File: config.mk
export PLATFORM = sky130hd
export DESIGN_NAME = double_ended_queue_top
export DESIGN_NICKNAME = d
export VERILOG_FILES = /design/src/sv/deq_pkg.sv /design/src/sv/double_ended_queue_top.sv /design/src/sv/deq_ram.sv
export SDC_FILE = /design/constraint.sdc
export NUM_CORES = 1
export LEC_CHECK = 0
export BUFFER_PORTS_ARGS = -buffer_cell sky130_fd_sc_hd__buf_4
export CAP_MARGIN = 20
export CORE_MARGIN = 3
export CORE_UTILIZATION = 66
export DETAILED_ROUTE_END_ITERATION = 8
export GPL_TIMING_DRIVEN = 0
export PLACE_DENSITY = 0.84
export SYNTH_ARGS = -nofsm -noshare
export SYNTH_HDL_FRONTEND = slang
export SYNTH_HIERARCHICAL = 1
export SYNTH_SLANG_ARGS = --single-unit
export TNS_END_PERCENT = 30
File: constraint.sdc
create_clock -name clk -period 15.1 [get_ports clk]
set_input_delay 3.02 -clock clk [delete_from_list [all_inputs] [get_ports clk]]
set_output_delay 3.02 -clock clk [all_outputs]
set_load 0.02 [all_outputs]
File: src/sv/deq_pkg.sv
`timescale 1ns / 1ps
`default_nettype none

package deq_pkg;

  localparam int DATA_W = 32;

  typedef logic signed [DATA_W-1:0] data_t;

  typedef enum logic [2:0] {
    MODE_PUSH_REAR  = 3'd0,
    MODE_PUSH_FRONT = 3'd1,
    MODE_POP_REAR   = 3'd2,
    MODE_POP_FRONT  = 3'd3,
    MODE_LIST       = 3'd4
  } mode_t;

  typedef enum logic [1:0] {
    STAT_OK    = 2'd0,
    STAT_EMPTY = 2'd1,
    STAT_FULL  = 2'd2
  } status_t;

  typedef enum logic [1:0] {
    S_IDLE = 2'b01,
    S_LIST = 2'b10
  } state_t;

endpackage

`default_nettype wire

File: src/sv/double_ended_queue_top.sv
`timescale 1ns / 1ps
`default_nettype none

// Channel   Direction  Handshake            Payload
// command   in         start high, busy low mode, item_value
// result    out        done (one cycle)     value, status, last
//
// Push and pop: result strobes in the cycle after accept,
// and busy stays low, so a new item may follow every cycle.
// List returns each stored value in turn, front to rear (one memory read port);
// busy is high while the values after the first are read.
// Reset clears front index, occupancy and control; entries stay unwritten.
// The receiver cannot stall; each result is shown for exactly one cycle.

module double_ended_queue_top #(
  parameter int CAPACITY = 16
) (
  input  wire logic            clk,
  input  wire logic            rst,
  input  wire logic            start,
  output logic                 busy,
  input  wire logic [2:0]      mode,
  input  wire deq_pkg::data_t  item_value,
  output logic                 done,
  output deq_pkg::data_t       value,
  output logic [1:0]           status,
  output logic                 last
);
  import deq_pkg::*;

  localparam int IDX_W = (CAPACITY > 1) ? $clog2(CAPACITY) : 1;
  localparam int CNT_W = $clog2(CAPACITY + 1);
  localparam int SUM_W = IDX_W + 1;

  function automatic logic [IDX_W-1:0] pos_inc(input logic [IDX_W-1:0] p);
    logic [IDX_W-1:0] r;
    r = (p == IDX_W'(CAPACITY - 1)) ? '0 : p + 1'b1;
    return r;
  endfunction

  function automatic logic [IDX_W-1:0] pos_dec(input logic [IDX_W-1:0] p);
    logic [IDX_W-1:0] r;
    r = (p == '0) ? IDX_W'(CAPACITY - 1) : p - 1'b1;
    return r;
  endfunction

  function automatic logic [IDX_W-1:0] pos_wrap(input logic [SUM_W-1:0] s);
    logic [SUM_W-1:0] r;
    r = (s >= SUM_W'(CAPACITY)) ? s - SUM_W'(CAPACITY) : s;
    return r[IDX_W-1:0];
  endfunction

  state_t            state, state_next;
  logic [IDX_W-1:0]  front, front_next;
  logic [CNT_W-1:0]  occupancy, occupancy_next;
  logic [IDX_W-1:0]  list_pos, list_pos_next;
  logic [CNT_W-1:0]  list_left, list_left_next;
  logic              from_mem, from_mem_next;
  logic              done_next, last_next;
  status_t           status_q, status_next;

  logic              accept, full, empty;
  logic [SUM_W-1:0]  rear_sum, back_sum;
  logic              we;
  logic [IDX_W-1:0]  waddr, raddr;
  data_t             rdata;

  assign accept   = start && !busy;
  assign full     = (occupancy == CNT_W'(CAPACITY));
  assign empty    = (occupancy == '0);
  assign rear_sum = {1'b0, front} + SUM_W'(occupancy);
  assign back_sum = rear_sum - 1'b1;

  always_comb begin
    state_next     = state;
    front_next     = front;
    occupancy_next = occupancy;
    list_pos_next  = list_pos;
    list_left_next = list_left;
    we             = 1'b0;
    waddr          = front;
    raddr          = list_pos;
    done_next      = 1'b0;
    status_next    = STAT_OK;
    last_next      = 1'b1;
    from_mem_next  = 1'b0;
    unique case (state)
      S_IDLE: begin
        if (accept) begin
          unique case (mode)
            MODE_PUSH_REAR: begin
              done_next = 1'b1;
              if (full) begin
                status_next = STAT_FULL;
              end else begin
                we             = 1'b1;
                waddr          = pos_wrap(rear_sum);
                occupancy_next = occupancy + 1'b1;
              end
            end
            MODE_PUSH_FRONT: begin
              done_next = 1'b1;
              if (full) begin
                status_next = STAT_FULL;
              end else begin
                we             = 1'b1;
                waddr          = pos_dec(front);
                front_next     = pos_dec(front);
                occupancy_next = occupancy + 1'b1;
              end
            end
            MODE_POP_REAR: begin
              done_next = 1'b1;
              if (empty) begin
                status_next = STAT_EMPTY;
              end else begin
                raddr          = pos_wrap(back_sum);
                from_mem_next  = 1'b1;
                occupancy_next = occupancy - 1'b1;
              end
            end
            MODE_POP_FRONT: begin
              done_next = 1'b1;
              if (empty) begin
                status_next = STAT_EMPTY;
              end else begin
                raddr          = front;
                front_next     = pos_inc(front);
                from_mem_next  = 1'b1;
                occupancy_next = occupancy - 1'b1;
              end
            end
            MODE_LIST: begin
              done_next = 1'b1;
              if (empty) begin
                status_next = STAT_EMPTY;
              end else begin
                raddr          = front;
                from_mem_next  = 1'b1;
                last_next      = (occupancy == CNT_W'(1));
                list_pos_next  = pos_inc(front);
                list_left_next = occupancy - 1'b1;
                if (occupancy != CNT_W'(1)) begin
                  state_next = S_LIST;
                end
              end
            end
            default: begin
            end
          endcase
        end
      end
      S_LIST: begin
        raddr          = list_pos;
        done_next      = 1'b1;
        from_mem_next  = 1'b1;
        last_next      = (list_left == CNT_W'(1));
        list_pos_next  = pos_inc(list_pos);
        list_left_next = list_left - 1'b1;
        if (list_left == CNT_W'(1)) begin
          state_next = S_IDLE;
        end
      end
      default: begin
        state_next = S_IDLE;
      end
    endcase
  end

  always_ff @(posedge clk) begin
    if (rst) begin
      state     <= S_IDLE;
      front     <= '0;
      occupancy <= '0;
      list_left <= '0;
      done      <= 1'b0;
    end else begin
      state     <= state_next;
      front     <= front_next;
      occupancy <= occupancy_next;
      list_left <= list_left_next;
      done      <= done_next;
    end
  end

  always_ff @(posedge clk) begin
    list_pos <= list_pos_next;
    status_q <= status_next;
    last     <= last_next;
    from_mem <= from_mem_next;
  end

  deq_ram #(
    .DEPTH (CAPACITY),
    .AW    (IDX_W)
  ) u_ram (
    .clk   (clk),
    .we    (we),
    .waddr (waddr),
    .wdata (item_value),
    .raddr (raddr),
    .rdata (rdata)
  );

  assign busy   = (state == S_LIST);
  assign value  = from_mem ? rdata : '0;
  assign status = status_q;

`ifndef ASSERT_OFF
  a_occ_bound: assert property (@(posedge clk) disable iff (rst)
    occupancy <= CNT_W'(CAPACITY))
    else $error("occupancy above capacity");

  a_push_pop_one: assert property (@(posedge clk) disable iff (rst)
    (start && !busy && (mode == MODE_PUSH_REAR || mode == MODE_PUSH_FRONT ||
      mode == MODE_POP_REAR || mode == MODE_POP_FRONT)) |=> (done && last))
    else $error("push or pop did not give one final item");

  a_list_run: assert property (@(posedge clk) disable iff (rst)
    (done && !last) |=> done)
    else $error("list items not contiguous");

  a_err_zero: assert property (@(posedge clk) disable iff (rst)
    (done && status != STAT_OK) |-> (last && value == '0))
    else $error("error status item not final or nonzero");
`endif

endmodule

`default_nettype wire

File: src/sv/deq_ram.sv
`timescale 1ns / 1ps
`default_nettype none

module deq_ram #(
  parameter int DEPTH = 16,
  parameter int AW    = 4
) (
  input  wire logic            clk,
  input  wire logic            we,
  input  wire logic [AW-1:0]   waddr,
  input  wire deq_pkg::data_t  wdata,
  input  wire logic [AW-1:0]   raddr,
  output deq_pkg::data_t       rdata
);
  import deq_pkg::*;

  data_t mem [DEPTH];

  always_ff @(posedge clk) begin
    if (we) begin
      mem[waddr] <= wdata;
    end
  end

  always_ff @(posedge clk) begin
    rdata <= mem[raddr];
  end

endmodule

`default_nettype wire

==> summary.txt <==
Syn-to-layout area delta - 15.2%
Slew @ Worst Pin - 1.08 ns
Final TNS setup - 0 ns
Max Freq - 166 MHz
post-route cell area - 25600 um^2
utilization after layout - 0.778
Max rail drop VDD - 0.149 mV
H-tree levels - 2
CORE AREA - 32900 um^2
Ys Warns - 6
Initial Util - 0.675
worst-path fanout max - 10
GPL Wtd Cong - 0.815
RSZ-0062 raised after global routing - no
final critical-path share of the clock period - 0.400
Cell variety after synth - 62
Slew headroom - 0.273
post-synthesis sequential area ratio - 0.746
fin. max-slew vios - 0
share of layout cells above drive strength 1 - 0.275
Syn Area/Cell - 19.6 um^2
Top FF cell, synth - edfxtp_1
largest net degree at the start of global routing - 25
Final Power - 4.20 mW
# rows - 66
Total GRT Usage - 0.308
Placed Area - 23800 um^2
Final ANT Viol Nets - 0
Synth Instances - 1134
status - complete, no violations
Avg WL per Cell - 30.2 um
final non-filler cell total - 1776
Setup Skew - 0.0348 ns
setup bufs post-CTS - 0
WHS Path Cells - 1
worst hold path class - flip-flop to flip-flop
clock latency on the worst-skew pair - 0.59 ns
number of synthesized flops with an enable pin - 516
# hold bufs at CTS - 0
gr ovfl total - 0
syn_nets - 1189
Seq cells post-synth - 569
vias in the first global route - 12601
Post-CTS Resized - 0
FFs w/ async S/R, synth - 0
top cells by area, synth - edfxtp_1, mux4_2, dfxtp_1, a22oi_1, and2_1
placed insts - 1674
total number of vias - 12079
drt pass-1 iters - 6
Final Hold Viols - 0
Top-Level Pins - 75
Port-buffer cells - 72
global-route wire length before repair - 80500 um
Worst-path clk slew - 0.06 ns
final setup fails - 0
Initial DRC Count - 1535
final worst path period need - 6.03 ns
power density cells - 164 nW/um^2
Synth top area share - 0.698
worst reg2reg path depth - 12
DR vias/cell - 6.80
worst path arrival time - 6.51 ns
Critical Path Sink Type - flip-flop
Die Width - 189 um
Final #Nets - 1343
Sink Count - 569
chip height - 189 um
clk buf depth - 3
Yosys top cell by area - edfxtp_1
max-cap violations - 0
leakage - 8.53 nW
routed wire length - 53600 um
Critical Path Source Type - input port
CP required - 15.57 ns
CTS Buf Count - 53
CTS tree - yes
Root Buffer Master - clkbuf_16
Setup CP Type - input port to flip-flop
Final HPWL DP - 31600 um
antenna violations before repair - 1
Post-Syn Area - 22200 um^2
die footprint - 35900 um^2
DRC Markers - 0
==> routing by layer <==
layer	share of wire	wire length, um	up-vias	global-route usage
met2	0.50	27100	834	0.508
met4	0.044	2350	2	0.129
met3	0.091	4900	176	0.0494
met1	0.36	19300	6136	0.419
met5	0.00021	11	-	0
li1	-	-	4931	-
==> worst max-delay path, cell delays in order <==
cell      delay [ns]
buf_4           0.14
nor2b_1         0.13
buf_2           0.21
nor2_1          0.08
nor3_2          0.45
nor2_1          0.08
a21oi_1         0.36
buf_2           0.43
clkbuf_1        0.79
mux4_2          0.45
a22oi_1         0.23
nand2_1         0.10
==> worst paths after layout <==
check	from	endpoint	slack (ns)
worst max-delay path	mode[2]	u_ram/rdata[29]	9.07
worst min-delay path	state[0]	state[0]	0.52
worst max register to register	front[0]	u_ram/rdata[29]	10.72
worst min register to register	state[0]	state[0]	0.52
==> flip-flops by register name, indices dropped and copies added, names as in the netlist <==
signal,flops
list_pos,4
occupancy,5
u_ram/mem,512
list_left,5
u_ram/rdata,32
last,1
state,2
status,2
front,4
done,1
from_mem,1
==> Yosys cell counts (all sizes together) (2+ instances only) <==
master,count
a22oi,67
o31ai,2
edfxtp,516
or3,2
o211ai,3
nor2,44
nand2,50
o21ai,16
and2,33
a21o,2
nand3,5
nand4,3
dfxtp,53
a21oi,19
o22ai,4
nand2b,8
mux4,128
nand3b,4
nor3,15
a21bo,2
clkbuf,27
nor3b,4
ha,16
or3b,3
a32oi,2
a211o,2
buf,35
nor4b,2
inv,16
a31oi,5
xnor2,12
o41ai,3
a211oi,5
nor2b,5
mux2i,6
==> cell type report <==
| class | instances | area, um^2 |
|---|---|---|
| Tap cell | 442 | 553 |
| Fill cell | 1695 | 7300 |
| Multi-Input combinational cell | 487 | 5390 |
| Sequential cell | 569 | 16600 |
| Buffer | 62 | 297 |
| Antenna cell | 1 | 2.50 |
| Inverter | 16 | 60.1 |
| Clock buffer | 68 | 1460 |
| Timing Repair Buffer | 99 | 957 |
| Clock inverter | 32 | 289 |
==> layout by cell type (no fill, tap or decap), types with 5 or more instances in the layout <==
| cell type | synthesis | layout |
|---|---|---|
| dfxtp_1 | 53 | 53 |
| mux4_2 | 128 | 128 |
| nor3_1 | 14 | 10 |
| xnor2_1 | 12 | 12 |
| buf_2 | 12 | 12 |
| buf_6 | 1 | 14 |
| a211oi_1 | 5 | 5 |
| nor2b_1 | 5 | 5 |
| clkinv_2 | 0 | 14 |
| clkinv_1 | 0 | 8 |
| nand2b_1 | 8 | 8 |
| nor2_4 | 0 | 12 |
| buf_4 | 11 | 83 |
| a31oi_1 | 5 | 5 |
| and2_1 | 33 | 33 |
| mux2i_1 | 6 | 6 |
| a21oi_1 | 17 | 17 |
| o21ai_0 | 16 | 16 |
| buf_12 | 0 | 12 |
| edfxtp_1 | 516 | 516 |
| clkbuf_16 | 0 | 54 |
| nor3_2 | 1 | 5 |
| buf_1 | 11 | 11 |
| nand3_1 | 5 | 5 |
| clkbuf_8 | 0 | 6 |
| ha_1 | 16 | 16 |
| a22oi_1 | 67 | 67 |
| nand2_1 | 50 | 50 |
| inv_1 | 16 | 16 |
| clkbuf_1 | 27 | 35 |
| nor2_1 | 44 | 32 |
==> stage by stage <==
stage / hold slack (ns) / setup WS, ns
5_1_grt: 0.529 / 8.94
4_1_cts: 0.511 / 9.23
3_5_place_dp: 0.496 / 8.72
3_3_place_gp: 0.475 / 5.60
6_report: 0.520 / 9.07
2_1_floorplan: 0.465 / 8.00
==> where the power goes <==
| part | switching, mW | internal (mW) |
|---|---|---|
| sequential | 0.0355 | 1.80 |
| combinational | 0.606 | 0.427 |
| clock | 0.573 | 0.757 |
| total | 1.21 | 2.98 |
==> logic make-up (layout without fill, tap and decap cells) <==
family / after synthesis / in the layout / share of synthesized area
xor gates and xnor gates: 14 / 14 / 0.00615
other: 0 / 1 / 0
and+or+nand+nor: 185 / 185 / 0.0445
adders and majority gates: 17 / 17 / 0.00992
muxes: 134 / 134 / 0.133
buffers and inverters: 78 / 277 / 0.0161
AOI/OAI and AO/OA: 137 / 137 / 0.0447
DFF: 569 / 569 / 0.746
(Power assumes the default switching activity.)
